**src/sv/back_easing_interpolator_macros.svh**
```systemverilog
// Assertion macros for the back easing interpolator.
// Expects clk and arst_n in the scope of each use.
`ifndef BACK_EASING_INTERPOLATOR_MACROS_SVH
`define BACK_EASING_INTERPOLATOR_MACROS_SVH

// same-cycle implication
`define BEI_ASSERT_IMP(lbl, ante, cons) \
	lbl: assert property (@(posedge clk) disable iff (!arst_n) (ante) |-> (cons)) \
		else $error("bei assertion failed");

// next-cycle implication
`define BEI_ASSERT_NXT(lbl, ante, cons) \
	lbl: assert property (@(posedge clk) disable iff (!arst_n) (ante) |=> (cons)) \
		else $error("bei assertion failed");

`endif

```
**src/sv/bei_outbuf.sv**
```systemverilog
// Output register with one skid entry; stalls the pipeline only when the skid is full.
// No dependencies.
module bei_outbuf (
	input  logic               clk,
	input  logic               arst_n,
	input  logic               in_valid,
	input  logic signed [17:0] in_value,
	output logic               en,
	output logic               full,
	output logic               out_valid,
	input  logic               out_ready,
	output logic signed [17:0] eased_value
);

	logic               out_valid_q, skid_valid_q;
	logic signed [17:0] out_data_q, skid_data_q;
	logic               hold;

	assign hold = out_valid_q && !out_ready;
	assign en   = !skid_valid_q;

	always_ff @(posedge clk or negedge arst_n) begin
		if (!arst_n) begin
			out_valid_q  <= 1'b0;
			skid_valid_q <= 1'b0;
		end else if (!skid_valid_q) begin
			if (hold)
				skid_valid_q <= in_valid;
			else
				out_valid_q <= in_valid;
		end else if (out_ready) begin
			// drain the skid into the output register
			out_valid_q  <= 1'b1;
			skid_valid_q <= 1'b0;
		end
	end

	always_ff @(posedge clk) begin
		if (!skid_valid_q) begin
			if (hold)
				skid_data_q <= in_value;
			else
				out_data_q <= in_value;
		end else if (out_ready) begin
			out_data_q <= skid_data_q;
		end
	end

	assign full        = skid_valid_q;
	assign out_valid   = out_valid_q;
	assign eased_value = out_data_q;

endmodule

```
**config.mk**
```make
export PLATFORM = sky130hd
export DESIGN_NAME = bei_outbuf
export DESIGN_NICKNAME = d
export VERILOG_FILES = /design/src/sv/back_easing_interpolator_macros.svh /design/src/sv/bei_outbuf.sv
export SDC_FILE = /design/constraint.sdc
export NUM_CORES = 1
export LEC_CHECK = 0
export BUFFER_PORTS_ARGS = -buffer_cell sky130_fd_sc_hd__buf_2
export CORE_ASPECT_RATIO = 0.75
export CORE_MARGIN = 5
export CORE_UTILIZATION = 49
export CTS_CLUSTER_DIAMETER = 120
export DETAILED_ROUTE_END_ITERATION = 6
export PLACE_DENSITY = 0.87
export SLEW_MARGIN = 25
export SYNTH_ARGS = -nofsm -noshare
export SYNTH_HDL_FRONTEND = slang
export SYNTH_SLANG_ARGS = --single-unit
```
**constraint.sdc**
```tcl
create_clock -name clk -period 2.4 [get_ports clk]
set_clock_uncertainty 0.05 [all_clocks]
set_input_delay 0.24 -clock clk [delete_from_list [all_inputs] [get_ports clk]]
set_output_delay 0.24 -clock clk [all_outputs]
set_load 0.02 [all_outputs]
```
==> results.py <==
metrics = {
    "critical_path": {
        "arrival_ps": 1540,
        "rr_endpoint": "eased_value[4]",
        "cp_max_fo": 14,
        "reg2reg_slack_ps": 840,
        "reg2reg_depth": 2,
        "critPathKind": "reg -> reg",
        "start_kind": "register",
        "critPathCaptureType": "register",
        "rr_startpoint": "full",
        "crit_required_ps": 2380,
    },
    "placement": {
        "dp_hpwl_mm": 1.69,
        "dp_slack_ps": 831,
        "place_congestion": 0.716,
        "port_buffers": 42,
    },
    "layout": {
        "utilization_pct": 65.3,
        "area_delta_synth_final_pct": 25.2,
        "diodes": 0,
        "drive_above_1_share_pct": 60.2,
        "nFillCells": 206,
        "nNetsFinal": 139,
    },
    "power": {
        "p_total_uw": 1400,
        "leakagePower_uw": 0.000688,
        "power_density_mw_per_mm2": 800,
        "ir_drop_uv": 533,
    },
    "logic_synthesis": {
        "postSynthRegisterBits": 38,
        "synth-async-reset-ratio_pct": 5.26,
        "netlist.area_leader.share_pct": 77.2,
        "yosysWarnings": 0,
        "synthesis.instances": 66,
        "yosys.cell_count.top_type": "edfxtp_1",
        "ys_top_cells_by_count": "edfxtp_1 (36), mux2_2 (18), buf_6 (2), dfrtp_1 (2), nor2_1 (2)",
        "synth_fp_nets": 88,
        "synth_area_leaders": "edfxtp_1 (77%), mux2_2 (14%), dfrtp_1 (3.6%), buf_6 (1.6%), mux2i_1 (0.71%)",
        "avgSynthCellArea_um2": 21.2,
        "synth_top_flop_cell": "edfxtp_1",
        "synth_largest_area_cell": "edfxtp_1",
        "seq_area_frac_synth_pct": 80.8,
        "ys_types": 11,
        "synth_edf_count": 36,
        "synth_area_mm2": 0.00140,
    },
    "global_route": {
        "overflow": 0,
        "grt_max_degree": 16,
        "grt_pass1_vias": 775,
        "antenna_found_initial": 0,
        "grt_usage_pct": 12.0,
        "grt_pass1_wl_mm": 3.55,
    },
    "clocking": {
        "cts_tree": "done",
        "ctsRootBufferMaster": "clkbuf_8",
        "clkTransAtPathRegs_ps": 70,
        "cts_resized": 0,
        "htree_levels": 2,
        "clk-insertion-delay-late_ps": 280,
        "clk_path_buf_depth": 2,
        "cts_buffers": 5,
        "cts.sinks": 38,
    },
    "worst_hold_path": {
        "min_to": "skid_data_q[14]",
        "min_from": "in_value[14]",
        "worstHoldPathType": "in -> reg",
        "worstHoldPathCells": 1,
    },
    "floorplan": {
        "die-area_mm2": 0.00404,
        "die-height_um": 56.3,
        "start_util_pct": 52.2,
        "core_mm2": 0.00268,
        "row_count": 16,
        "io_pins": 43,
        "chipWidth_um": 71.7,
    },
    "sta": {
        "setup_tns_ps": 0,
        "slew_viol_final": 0,
        "rsz0062_at_grt": "false",
        "setup_slack_ps": 842,
        "max_freq_ghz": 0.642,
        "setup_viol_count_final": 0,
        "worstMarginPinSlew_ps": 417,
        "holdWs_ps": 94.8,
        "hold_violations": 0,
        "min_period_ps": 1560,
        "relSlewSlack_pct": 72.2,
        "finalCritPeriodShare_pct": 64.9,
    },
    "routing": {
        "wl_mm": 2.31,
        "dr_total_vias": 771,
        "firstDrtPassIters": 4,
        "ant_nets": 0,
        "post_drt_wl_per_cell_um": 15.0,
        "drt_iter0_markers": 24,
        "avgViaCountPerCell": 5.01,
        "drc": 0,
    },
    "job": {
        "maxCapViolations": 0,
    },
    "status": {
        "status": "completed",
    },
}
[cell families (layout without fill, tap and decap cells)]
group,Yosys count,count (layout),share of synthesized area (%)
and+or+nand+nor,4,4,1.25
DFF,38,38,80.8
muxes,19,19,15.2
AOI/OAI and AO/OA,2,2,0.894
buffers and inverters,3,55,1.88
[layout make-up]
type	count	area (µm²)	area share, %
Multi-Input combinational cell	25	249	14.2
Tap cell	36	45.0	2.57
Clock buffer	6	72.6	4.14
Inverter	1	3.75	0.214
Timing Repair Buffer	46	243	13.8
Clock inverter	2	8.76	0.500
Sequential cell	38	1130	64.5
[sequential cells by signal, indices dropped and copies added (netlist names)]
name and count:
eased_value 18, skid_data_q 18, full 1, out_valid 1
[metal layers]
metal | vias to the layer above | GRT usage (%) | part of all wire [%]
met4 | 0 | 6.43 | 1.7
met3 | 4 | 5.70 | 11
li1 | 359 | - | -
met5 | - | 0 | 0
met1 | 371 | 13.4 | 39
met2 | 37 | 19.0 | 48
[power breakdown]
group	internal [µW]	leakage, µW	total, µW	switching [µW]
registers	798	0.000372	819	20.5
logic	77.1	0.000273	188	111
clock network	199	0.0000426	395	196
total	1070	0.000688	1400	327
[metrics by stage]
stage,std cells,instance area [µm²]
finish,154,1750
global route,154,1750
CTS,154,1750
detailed placement,145,1660
global placement,145,1660
floorplan,66,1400
[worst max path at each step]
| stage | slack, ps | to | cells after the start | startpoint |
|---|---|---|---|---|
| 6_report | 840 | eased_value[4] | 2 | full |
| 4_1_cts | 830 | eased_value[4] | 2 | full |
| 2_1_floorplan | 360 | eased_value[0] | 2 | full |
| 3_3_place_gp | 900 | eased_value[4] | 2 | full |
| 5_1_grt | 780 | eased_value[4] | 2 | full |
| 3_5_place_dp | 830 | eased_value[11] | 2 | full |
[layout by cell type, fill, tap and decap left out, types with 2 or more instances in the layout]
cell,count
buf_2,42
dfrtp_1,2
mux2_2,18
clkbuf_8,5
buf_4,3
edfxtp_1,36
[repair_timing]
item | in CTS | in global routing
setup endpoints to repair | 0 | 0
hold endpoints to repair | 2 | 0
hold buffers | 1 | 0
setup buffers | 0 | 0
[worst max-delay path, stage by stage, from the launching register on]
cell and delay [ps]:
dfrtp_1 600, buf_4 300, mux2_2 360
(Power assumes the default switching activity.)
