## config.mk

```make
export PLATFORM = sky130hd
export DESIGN_NAME = bei_div
export DESIGN_NICKNAME = d
export VERILOG_FILES = /design/src/sv/back_easing_interpolator_macros.svh /design/src/sv/bei_pkg.sv /design/src/sv/bei_div.sv
export SDC_FILE = /design/constraint.sdc
export NUM_CORES = 1
export LEC_CHECK = 0
export ABC_AREA = 0
export BUFFER_PORTS_ARGS = -buffer_cell sky130_fd_sc_hd__buf_2
export CAP_MARGIN = 20
export CORE_ASPECT_RATIO = 1.75
export CORE_MARGIN = 2
export CORE_UTILIZATION = 25
export CTS_CLUSTER_DIAMETER = 60
export CTS_CLUSTER_SIZE = 30
export DETAILED_ROUTE_END_ITERATION = 10
export PLACE_DENSITY_LB_ADDON = 0.05
export SYNTH_ARGS = -nofsm -noshare
export SYNTH_HDL_FRONTEND = slang
export SYNTH_SLANG_ARGS = --single-unit
```

## constraint.sdc

```tcl
create_clock -name clk -period 6.3 [get_ports clk]
set_input_delay 0.63 -clock clk [delete_from_list [all_inputs] [get_ports clk]]
set_output_delay 0.63 -clock clk [all_outputs]
set_load 0.02 [all_outputs]
```

## src/sv/back_easing_interpolator_macros.svh

```systemverilog
// Assertion macros for the back easing interpolator.
// Expects clk and arst_n in the scope of each use.
`ifndef BACK_EASING_INTERPOLATOR_MACROS_SVH
`define BACK_EASING_INTERPOLATOR_MACROS_SVH

// same-cycle implication
`define BEI_ASSERT_IMP(lbl, ante, cons) \
	lbl: assert property (@(posedge clk) disable iff (!arst_n) (ante) |-> (cons)) \
		else $error("bei assertion failed");

// next-cycle implication
`define BEI_ASSERT_NXT(lbl, ante, cons) \
	lbl: assert property (@(posedge clk) disable iff (!arst_n) (ante) |=> (cons)) \
		else $error("bei assertion failed");

`endif

```

## src/sv/bei_pkg.sv

```systemverilog
// Shared types, constants and helpers of the back easing interpolator.
// No dependencies.
package bei_pkg;

	localparam int FRAC_BITS_DEF = 16;
	localparam logic [15:0] DURATION_RST = 16'd1024;

	// operation codes; bit 1 selects in-out, so the spare code eases in-out too
	localparam logic [1:0] OP_EASE_IN     = 2'd0;
	localparam logic [1:0] OP_EASE_OUT    = 2'd1;
	localparam logic [1:0] OP_EASE_IN_OUT = 2'd2;
	localparam logic [1:0] OP_EASE_SPARE  = 2'd3;

	// overshoot constants in Q2.24
	localparam logic [27:0] S_A_Q24 = 28'd28547775;
	localparam logic [27:0] S_IO_Q24 = 28'd43535357;

	localparam int OUT_MAX = 131071;
	localparam int OUT_MIN = -131072;

	// per-item fields that ride along with the arithmetic
	typedef struct packed {
		logic [1:0] op;
		logic signed [15:0] b;
		logic signed [16:0] c;
		logic zero;
	} bei_side_t;

	// round a Q2.24 constant half-up to frac fraction bits
	function automatic logic [27:0] q24_to_frac(input int frac, input logic [27:0] c);
		int sh;
		sh = 24 - frac;
		if (sh == 0)
			return c;
		return (c + (28'd1 << (sh - 1))) >> sh;
	endfunction

endpackage

```

## src/sv/bei_div.sv

```systemverilog
// Pipelined restoring divider: u = min(t, d) * 2^F / d, one quotient bit per stage.
// Depends on bei_pkg.
module bei_div #(
	parameter int FRAC_BITS = bei_pkg::FRAC_BITS_DEF
) (
	input  logic                  clk,
	input  logic                  arst_n,
	input  logic                  en,
	input  logic [15:0]           duration,
	input  logic                  in_valid,
	input  logic [15:0]           elapsed_time,
	input  bei_pkg::bei_side_t    side_in,
	output logic                  out_valid,
	output logic [FRAC_BITS:0]    quotient,
	output bei_pkg::bei_side_t    side_out
);

	localparam int NS = FRAC_BITS + 1;

	logic               vld_s  [NS];
	logic [16:0]        rem_s  [NS];
	logic [FRAC_BITS:0] quo_s  [NS];
	bei_pkg::bei_side_t side_s [NS];

	logic [16:0] dur_x;
	assign dur_x = {1'b0, duration};

	for (genvar i = 0; i < NS; i++) begin : g_stage
		logic [16:0]        rem_in;
		logic [FRAC_BITS:0] quo_in;
		logic               vld_in;
		bei_pkg::bei_side_t side_w;
		logic               ge;
		logic [16:0]        rem_sub;

		if (i == 0) begin : g_first
			// clamp time to the duration so the quotient stays within one
			assign rem_in = (elapsed_time > duration) ? dur_x : {1'b0, elapsed_time};
			assign quo_in = '0;
			assign vld_in = in_valid;
			assign side_w = side_in;
		end else begin : g_next
			assign rem_in = rem_s[i-1];
			assign quo_in = quo_s[i-1];
			assign vld_in = vld_s[i-1];
			assign side_w = side_s[i-1];
		end

		assign ge      = rem_in >= dur_x;
		assign rem_sub = ge ? (rem_in - dur_x) : rem_in;

		always_ff @(posedge clk or negedge arst_n) begin
			if (!arst_n)
				vld_s[i] <= 1'b0;
			else if (en)
				vld_s[i] <= vld_in;
		end

		// remainder is below the divisor after the subtract, so 16 bits hold it
		always_ff @(posedge clk) begin
			if (en) begin
				rem_s[i]  <= {rem_sub[15:0], 1'b0};
				quo_s[i]  <= {quo_in[FRAC_BITS-1:0], ge};
				side_s[i] <= side_w;
			end
		end
	end

	assign out_valid = vld_s[NS-1];
	assign quotient  = quo_s[NS-1];
	assign side_out  = side_s[NS-1];

endmodule

```

==> impl_metrics.ini <==
[cells_and_area]
syn_to_final_growth_pct = 16.6
final_common_cell = edfxtp_1
drive_above_1_share_pct = 14.2
final_util_pct = 29.2
fin_area_sq_um = 54500
instances_no_fill = 6020
fin_nets = 3870
final_cell_mix = 1021 x edfxtp_1, 287 x ha_1, 235 x a21oi_1

[die]
num_rows = 210
start_util_pct = 25.1
die_w_um = 331
die-area_sq_um = 191000
core_area_sq_um = 187000
die_y_um = 576
pin_count = 126

[critical_path]
worstReg2RegStart = rem_s[0][162]$_DFFE_PP_
crit_type = input port to flop
crit_required_ps = 6790
cp-end-kind = flop
worstSetupStartpoint = duration[1]
start_kind = input port
arrival_ps = 5600
cp_max_fo = 12

[timing]
finalHoldViolCount = 0
fin_tns_setup_ps = 0
clock.fmax_mhz = 196
worst_slack_ps = 1190
fin_crit_ps = 5110
maxSlewHeadroom_pct = 29.7
fin_worst_skew_ps = 58.7
worst_pin_slew_ps = 1050
grt_setup_unrepaired = no
slew_violations = 0
finalSetupViolCount = 0
finalCritPeriodShare_pct = 81.2

[route]
viasPerCell = 4.54
drt_iter0_drc = 1608
dr_total_vias = 27400
ant_nets = 0
drt_first_pass_iters = 5
routed_wl_um = 118000
wl_per_cell_um = 19.6
drc_errors = 0

[grt]
grt_max_degree = 174
antenna_found_initial = 5
grt_pass1_vias = 28600
track_usage_pct = 12.3
overflow = 0
grt_pass1_wl_um = 176000

[yosys]
avgSynthCellArea_sq_um = 14.4
syn-num-nets = 3624
yosysSeqAreaShare_pct = 66.4
synth.largest_area_cell = edfxtp_1
ys_seq_elements = 1038
synthDominantCellAreaShare_pct = 65.5
ys.flop_type = edfxtp_1
ys_warn_count = 0
ys_top_cells_by_area = edfxtp_1 66%, ha_1 7.7%, mux2_2 2.9%
async_flop_share_pct = 1.64
yosysUniqueCellTypes = 82
synth_cells = 3249
synth_area_sq_um = 46800
synth_edf_count = 1021

[cts]
cts_sinks = 1038
root_buffer = clkbuf_16
cts_max_path_buffers = 3
post_cts_buffers = 0
cts_tree = yes
clk_latency_ps = 750
cts_buffers = 98
cts_resized = 0
clkTransAtPathRegs_ps = 70
h-tree-depth = 3

[outcome]
status = completed

[placed_design]
dp.cells = 5803
dp_hpwl_um = 76500
place_area_sq_um = 50700
place_congestion = 0.815
io_buffers = 125
dp_slack_ps = 554

[min_path]
hold_path_class = input port to flop
worstHoldStart = side_in[20]

[run]
max-cap-violations = 0

[pwr]
total_leakage_power_nw = 19.5
powerDensity_nw_per_um2 = 465
max-vdd-ir-drop_mv = 0.222
## critical path, stage by stage
cell and delay [ps]:
buf_2 180, inv_1 90, ha_1 300, nor2b_1 150, o211ai_1 200, a2111oi_0 460, nor4_1 110, nor2_1 500
buf_4 320, mux2_2 390, ha_1 390, a21o_1 260, o41ai_1 630, a2111oi_0 250, a211oi_1 350, xnor2_1 100
mux2_2 260
## cell families (layout without fill, tap and decap cells)
logic type	Yosys count	after routing	share of synthesized area (%)
xor gates and xnor gates	173	173	3.24
and+or+nand+nor	680	680	6.86
muxes	142	142	3.45
buffers and inverters	127	457	1.11
DFF	1038	1038	66.4
AOI/OAI and AO/OA	786	786	10.5
other	0	3	0
adders and majority gates	303	303	8.36
## per-stage QoR
stage	power (mW)	hold WS, ps
detailed placement	19.2	405
global placement	19.1	400
global route	27.2	28.0
CTS	26.0	2.26
finish	25.4	90.5
floorplan	16.4	334
## per-layer routing
metal / up-vias / wire [um] / global-route usage, %
li1: 13100 / - / -
met1: 13600 / 44100 / 13.0
met2: 503 / 64800 / 23.6
met3: 202 / 3930 / 1.82
met4: 0 / 4920 / 5.34
met5: - / 0 / 0
## state kept, by name, indices dropped and copies added, names as in the netlist
register / count
g_stage.vld_in: 16
out_valid: 1
side_s: 612
rem_s: 256
quo_s: 153
## path summary, 6_finish.rpt
path                                             endpoint  cells after the start  slack [ps]
min in group asynchronous  g_stage[13].vld_in$_DFFE_PN0P_                      2         350
setup / recovery                   rem_s[0][15]$_DFFE_PP_                     17        1190
setup reg to reg                  rem_s[0][183]$_DFFE_PP_                      7        2700
hold reg to reg                    side_s[3][4]$_DFFE_PP_                      0         410
max in group asynchronous  g_stage[11].vld_in$_DFFE_PN0P_                      2        5680
hold / removal                    side_s[0][20]$_DFFE_PP_                      1          90
## cells in the mapped netlist, drive strengths merged, types with 20 or more instances
cell type,n
inv,74
clkbuf,33
a31oi,21
a21oi,236
nor2,189
a21o,47
nand2b,41
o21ai,223
xor2,91
xnor2,82
mux2,132
nor3,43
nand4,38
a211oi,39
nand2,204
nand3,45
o31a,22
ha,287
o21a,56
edfxtp,1021
nor2b,46
buf,20
o31ai,27
## cell type report
| cell class | count | area [sq um] |
|---|---|---|
| fill | 18700 | 132000 |
| sequential | 1038 | 31100 |
| multi-input combinational | 2084 | 15200 |
| tap | 2438 | 3050 |
| clock buffer | 103 | 2490 |
| timing repair buffer | 199 | 1370 |
| clock inverter | 81 | 1060 |
| inverter | 74 | 278 |
| antenna | 3 | 7.51 |
## timing repair
item,in CTS,in global routing
hold buffers,29,0
endpoints found under the hold margin,45,0
endpoints found under the setup margin,0,0
## power breakdown
part	leakage, nW	total [mW]	switching, mW	internal [mW]
sequential	10.2	10.2	0.784	9.40
clock	1.70	6.49	3.20	3.28
combinational	7.66	8.70	4.98	3.71
total	19.5	25.4	8.97	16.4
Power figures use the tool's default switching activity.
