**src/sv/back_easing_interpolator_macros.svh**
```systemverilog
// Assertion macros for the back easing interpolator.
// Expects clk and arst_n in the scope of each use.
`ifndef BACK_EASING_INTERPOLATOR_MACROS_SVH
`define BACK_EASING_INTERPOLATOR_MACROS_SVH

// same-cycle implication
`define BEI_ASSERT_IMP(lbl, ante, cons) \
	lbl: assert property (@(posedge clk) disable iff (!arst_n) (ante) |-> (cons)) \
		else $error("bei assertion failed");

// next-cycle implication
`define BEI_ASSERT_NXT(lbl, ante, cons) \
	lbl: assert property (@(posedge clk) disable iff (!arst_n) (ante) |=> (cons)) \
		else $error("bei assertion failed");

`endif

```
**src/sv/bei_pkg.sv**
```systemverilog
// Shared types, constants and helpers of the back easing interpolator.
// No dependencies.
package bei_pkg;

	localparam int FRAC_BITS_DEF = 16;
	localparam logic [15:0] DURATION_RST = 16'd1024;

	// operation codes; bit 1 selects in-out, so the spare code eases in-out too
	localparam logic [1:0] OP_EASE_IN     = 2'd0;
	localparam logic [1:0] OP_EASE_OUT    = 2'd1;
	localparam logic [1:0] OP_EASE_IN_OUT = 2'd2;
	localparam logic [1:0] OP_EASE_SPARE  = 2'd3;

	// overshoot constants in Q2.24
	localparam logic [27:0] S_A_Q24 = 28'd28547775;
	localparam logic [27:0] S_IO_Q24 = 28'd43535357;

	localparam int OUT_MAX = 131071;
	localparam int OUT_MIN = -131072;

	// per-item fields that ride along with the arithmetic
	typedef struct packed {
		logic [1:0] op;
		logic signed [15:0] b;
		logic signed [16:0] c;
		logic zero;
	} bei_side_t;

	// round a Q2.24 constant half-up to frac fraction bits
	function automatic logic [27:0] q24_to_frac(input int frac, input logic [27:0] c);
		int sh;
		sh = 24 - frac;
		if (sh == 0)
			return c;
		return (c + (28'd1 << (sh - 1))) >> sh;
	endfunction

endpackage

```
**src/sv/bei_poly.sv**
```systemverilog
// Back cubic evaluation, scaling by change, rounding and saturation in six stages.
// Depends on bei_pkg.
module bei_poly #(
	parameter int FRAC_BITS = bei_pkg::FRAC_BITS_DEF
) (
	input  logic                  clk,
	input  logic                  arst_n,
	input  logic                  en,
	input  logic                  in_valid,
	input  logic [FRAC_BITS:0]    u,
	input  bei_pkg::bei_side_t    side_in,
	output logic                  out_valid,
	output logic signed [17:0]    out_value
);

	localparam int F = FRAC_BITS;

	localparam logic [1:0] ADD_ZERO = 2'd0;
	localparam logic [1:0] ADD_ONE  = 2'd1;
	localparam logic [1:0] ADD_TWO  = 2'd2;

	localparam logic [27:0]  S_A_W  = bei_pkg::q24_to_frac(F, bei_pkg::S_A_Q24);
	localparam logic [27:0]  S_IO_W = bei_pkg::q24_to_frac(F, bei_pkg::S_IO_Q24);
	localparam logic [F+1:0] S_A    = S_A_W[F+1:0];
	localparam logic [F+1:0] S_IO   = S_IO_W[F+1:0];

	localparam logic signed [22:0] Y_MAX = 23'(bei_pkg::OUT_MAX);
	localparam logic signed [22:0] Y_MIN = 23'(bei_pkg::OUT_MIN);

	logic [6:1] vld_s;

	// ---------------- stage 1: curve argument and constants
	logic [F+1:0] v2;
	logic [F+2:0] v2m;
	logic signed [F+1:0] x_w;
	logic [F+1:0] s_w;
	logic outm_w, half_w;
	logic [1:0] add_w;

	assign v2  = {u, 1'b0};
	assign v2m = {1'b0, v2} - {3'b010, {F{1'b0}}};

	always_comb begin
		x_w    = $signed({1'b0, u});
		s_w    = S_A;
		outm_w = 1'b0;
		half_w = 1'b0;
		add_w  = ADD_ZERO;
		case (side_in.op)
			bei_pkg::OP_EASE_IN: begin
				x_w = $signed({1'b0, u});
			end
			bei_pkg::OP_EASE_OUT: begin
				x_w    = $signed({1'b0, u} - {2'b01, {F{1'b0}}});
				outm_w = 1'b1;
				add_w  = ADD_ONE;
			end
			default: begin
				// in-out: both remaining codes
				s_w    = S_IO;
				half_w = 1'b1;
				if (v2[F+1:F] == 2'b00) begin
					x_w = $signed(v2);
				end else begin
					x_w    = $signed(v2m[F+1:0]);
					outm_w = 1'b1;
					add_w  = ADD_TWO;
				end
			end
		endcase
	end

	logic signed [F+1:0] x_s1;
	logic [F+1:0]        s_s1;
	logic                outm_s1, half_s1;
	logic [1:0]          add_s1;
	bei_pkg::bei_side_t  side_s1;

	always_ff @(posedge clk) begin
		if (en) begin
			x_s1    <= x_w;
			s_s1    <= s_w;
			outm_s1 <= outm_w;
			half_s1 <= half_w;
			add_s1  <= add_w;
			side_s1 <= side_in;
		end
	end

	// ---------------- stage 2: x^2 and (s+1)x
	logic signed [2*F+3:0] xx_p, xx_r;
	logic [F+2:0]          sp1;
	logic signed [2*F+5:0] q_p, q_r;

	assign sp1  = {1'b0, s_s1} + {3'b001, {F{1'b0}}};
	assign xx_p = x_s1 * x_s1;
	assign xx_r = (xx_p + $signed({{(F+4){1'b0}}, 1'b1, {(F-1){1'b0}}})) >>> F;
	assign q_p  = $signed({1'b0, sp1}) * x_s1;
	assign q_r  = (q_p + $signed({{(F+6){1'b0}}, 1'b1, {(F-1){1'b0}}})) >>> F;

	logic [F:0]          x2_s2;
	logic signed [F+2:0] q_s2;
	logic [F+1:0]        s_s2;
	logic                outm_s2, half_s2;
	logic [1:0]          add_s2;
	bei_pkg::bei_side_t  side_s2;

	always_ff @(posedge clk) begin
		if (en) begin
			x2_s2   <= xx_r[F:0];
			q_s2    <= q_r[F+2:0];
			s_s2    <= s_s1;
			outm_s2 <= outm_s1;
			half_s2 <= half_s1;
			add_s2  <= add_s1;
			side_s2 <= side_s1;
		end
	end

	// ---------------- stage 3: (s+1)x -/+ s
	logic signed [F+3:0] q_x, s_x;

	assign q_x = {q_s2[F+2], q_s2};
	assign s_x = $signed({2'b00, s_s2});

	logic [F:0]          x2_s3;
	logic signed [F+3:0] p_s3;
	logic                half_s3;
	logic [1:0]          add_s3;
	bei_pkg::bei_side_t  side_s3;

	always_ff @(posedge clk) begin
		if (en) begin
			x2_s3   <= x2_s2;
			p_s3    <= outm_s2 ? (q_x + s_x) : (q_x - s_x);
			half_s3 <= half_s2;
			add_s3  <= add_s2;
			side_s3 <= side_s2;
		end
	end

	// ---------------- stage 4: f = x^2 * p, plus the curve offset
	logic signed [2*F+5:0] f_p, f_r;
	logic signed [F+4:0]   addend;

	assign f_p    = $signed({1'b0, x2_s3}) * p_s3;
	assign f_r    = (f_p + $signed({{(F+6){1'b0}}, 1'b1, {(F-1){1'b0}}})) >>> F;
	assign addend = $signed({3'b000, add_s3, {F{1'b0}}});

	logic signed [F+4:0] f_s4;
	logic                half_s4;
	bei_pkg::bei_side_t  side_s4;

	always_ff @(posedge clk) begin
		if (en) begin
			f_s4    <= f_r[F+4:0] + addend;
			half_s4 <= half_s3;
			side_s4 <= side_s3;
		end
	end

	// ---------------- stage 5: c * f
	logic signed [F+21:0] m_s5;
	logic                 half_s5;
	bei_pkg::bei_side_t   side_s5;

	always_ff @(posedge clk) begin
		if (en) begin
			m_s5    <= side_s4.c * f_s4;
			half_s5 <= half_s4;
			side_s5 <= side_s4;
		end
	end

	// ---------------- stage 6: round, add start, saturate
	logic signed [F+21:0] m_rf, m_rh, m_r;
	logic signed [22:0]   y_w, y_sum;
	logic signed [17:0]   y_sat;

	assign m_rf = (m_s5 + $signed({{22{1'b0}}, 1'b1, {(F-1){1'b0}}})) >>> F;
	assign m_rh = (m_s5 + $signed({{21{1'b0}}, 1'b1, {F{1'b0}}})) >>> (F + 1);
	assign m_r  = half_s5 ? m_rh : m_rf;

	always_comb begin
		// zero duration jumps straight to the target
		if (side_s5.zero)
			y_sum = 23'(side_s5.b) + 23'(side_s5.c);
		else
			y_sum = 23'(side_s5.b) + $signed(m_r[21:0]);
		y_w = y_sum;
		if (y_sum > Y_MAX)
			y_w = Y_MAX;
		else if (y_sum < Y_MIN)
			y_w = Y_MIN;
		y_sat = y_w[17:0];
	end

	logic signed [17:0] y_s6;

	always_ff @(posedge clk) begin
		if (en)
			y_s6 <= y_sat;
	end

	always_ff @(posedge clk or negedge arst_n) begin
		if (!arst_n) begin
			vld_s <= '0;
		end else if (en) begin
			vld_s <= {vld_s[5:1], in_valid};
		end
	end

	assign out_valid = vld_s[6];
	assign out_value = y_s6;

endmodule

```
**config.mk**
```make
export PLATFORM = sky130hd
export DESIGN_NAME = bei_poly
export DESIGN_NICKNAME = d
export VERILOG_FILES = /design/src/sv/back_easing_interpolator_macros.svh /design/src/sv/bei_pkg.sv /design/src/sv/bei_poly.sv
export SDC_FILE = /design/constraint.sdc
export NUM_CORES = 2
export LEC_CHECK = 0
export BUFFER_PORTS_ARGS = -buffer_cell sky130_fd_sc_hd__buf_2
export CORE_MARGIN = 2
export CORE_UTILIZATION = 70
export CTS_BUF_LIST = sky130_fd_sc_hd__clkbuf_16
export DETAILED_ROUTE_END_ITERATION = 8
export PLACE_DENSITY_LB_ADDON = 0.1
export SYNTH_ARGS = -nofsm -noshare
export SYNTH_HDL_FRONTEND = slang
export SYNTH_SLANG_ARGS = --single-unit
```
**constraint.sdc**
```tcl
create_clock -name clk -period 11.95 [get_ports clk]
set_input_delay 0.5975 -clock clk [delete_from_list [all_inputs] [get_ports clk]]
set_output_delay 0.5975 -clock clk [all_outputs]
set_load 0.05 [all_outputs]
```
==> out/metrics.cfg <==
[status]
status=finished clean

[routing]
drtIter0Drc=2286
drtAntennaViolNets=0
wl_met2_um=63000
wl_um=123000
met1_length_um=48400
route.vias.total=37000
drc=0
wl_met3_um=6260
dr.pass1.iters=5
top_layer_used=met5
wl_per_cell_um=18.4
viasPerCell=5.55

[clock_network]
cts_tree=built
cts.root.buffer_cell=clkbuf_16
cts_setup_buffers=0
ctsHtreeMaxLevel=2
clk_latency_ps=610
cts_buffers=43
ctsHoldBuffers=1
clock_path_buffers=3
clkTransAtPathRegs_ps=60
cts_resized=0
cts.sinks=344

[placement]
io_buffers=75
gp_congestion=0.927
hpwlAfterDp_um=100000

[critical_path]
cp_max_fo=20
crit_path_frequent_cell=fa_1
path_class=flop to flop
cp-end-kind=flop
crit_arrival_ps=8890
max_stage_delay_ps=670
startpoint_type=flop
crit_required_ps=12290
slowest_stage=edfxtp_1

[die]
ios=76
rows=104
die_width_um=290
initial_core_util=0.709
dieArea_sq_um=84100
die_h_um=290
core_sq_um=80800

[global_routing]
grt_overflow_total=0
antenna_found_initial=3
track_usage=0.312
grt_pass1_wl_um=207000
grt_start_max_net_pins=121
grt_pass1_vias=40600

[cells_and_area]
nNetsFinal=7313
mostFrequentLayoutCells=1,469 x inv_1, 1,180 x fa_1, 509 x ha_1
drive_above_1_share=0.0418
layout_commonest_cell=inv_1
antennaDiodeCount=0
area_delta_synth_final_pct=4.86

[sta]
setup_viol=0
finalHoldViolCount=0
rsz0062_at_grt=false
fin_tns_setup_ps=0
slew_violations=0
slew_headroom=0.258
fin_crit_ps=8540
final.setup_skew_ps=29.9
timing.fmax_mhz=117
fin_crit_sh=0.715
worstMarginPinSlew_ps=1110

[min_path]
hold_class=input pin to flop

[synth]
netlist_instances=5576
ys_seq_area_frac=0.180
yosys.area.top_type_share=0.412
avgSynthCellArea_sq_um=10.3
ys_warn_count=0
synthFlopType=edfxtp_1
ys_types=73
syn-num-nets=7322
synth_top_cell_by_area=fa_1
syn_area_sq_um=57300
synthTopCellsByArea=fa_1 41%, edfxtp_1 18%, ha_1 11%
synth-async-reset-ratio=0.0174
ys_seq_elements=344
synth_edf_count=338

[job]
drv_cap=0

## state kept, by name (all words and copies together), names as in the netlist, 2 cells and up
name,flops
add_s2,2
side_s3,34
s_s1,2
vld_s,6
s_s2,2
side_s2,34
add_s1,2
side_s5,34
out_value,18
f_s4,21
m_s5,23
x_s1,18
x2_s2,17
p_s3,20
q_s2,19
side_s1,34
x2_s3,17
side_s4,34
add_s3,2
## synthesized netlist by cell type (19+ instances only)
cell type,number
nand2b_1,32
edfxtp_1,338
nand3_1,27
nor2b_1,25
clkbuf_1,170
a21oi_1,100
ha_1,509
xnor2_1,122
xor2_1,50
a21o_1,42
and2_1,447
nand2_1,508
a211oi_1,19
inv_1,1460
nor3_1,46
fa_1,1180
nor2_1,179
mux2_2,25
o21a_1,27
o21ai_0,89
## area by class of cell
cell class	count	area, sq um
multi-input combinational	3593	40800
fill	5708	20700
sequential	344	10300
inverter	1467	5510
tap	1060	1330
clock buffer	44	1100
timing repair buffer	118	711
clock inverter	34	300
## per-layer routing
metal	GRT usage	vias to the layer above
met5	0	-
met3	0.0358	284
met2	0.551	1046
met4	0.110	2
li1	-	16700
met1	0.402	18900
## cell families after synthesis
group                    count (synthesis)  share of synthesized area
XOR/XNOR                               172                     0.0263
multiplexers                            28                    0.00544
buffers and inverters                 1639                      0.108
flip-flops                             344                      0.180
adder cells (fa/ha/maj)               1690                      0.524
other                                    1                  0.0000655
AND/OR/NAND/NOR                       1327                      0.114
AO/OA/AOI/OAI                          375                     0.0431
## path summary, 6_finish.rpt
path | startpoint | end | slack [ps] | cells past startpoint
worst max-delay path | x2_s3[3]$_DFFE_PP_ | f_s4[20]$_DFFE_PP_ | 3410 | 30
worst min-delay path | side_in[32] | side_s1[32]$_DFFE_PP_ | 160 | 1
worst max register to register | x2_s3[3]$_DFFE_PP_ | f_s4[20]$_DFFE_PP_ | 3410 | 30
worst min register to register | side_s4[21]$_DFFE_PP_ | side_s5[21]$_DFFE_PP_ | 400 | 0
max in group asynchronous | arst_n | vld_s[6]$_DFFE_PN0P_ | 11430 | 2
min in group asynchronous | arst_n | vld_s[1]$_DFFE_PN0P_ | 370 | 2
## metrics by stage
step,cell area [sq um],setup WS (ps),instances,hold WS [ps],utilization
final,60100,3410,6660,164,0.743
after CTS,60100,3350,6660,138,0.743
after global placement,58600,3520,6581,401,0.726
after detailed placement,58600,3380,6581,405,0.726
after global routing,60100,2960,6660,134,0.743
after floorplan,57300,4270,5576,302,-
## critical path, delay by kind of cell, from the launching register on
kind	cells	cell delay, ps
AOI/OAI and AO/OA	11	2690
buffers and inverters	4	210
and+or+nand+nor	5	740
adders and majority gates	8	3740
DFF	1	670
xor gates and xnor gates	2	210
Power is not shown: default switching activity piles up to over one toggle a cycle in this logic, so the estimate is an artifact.
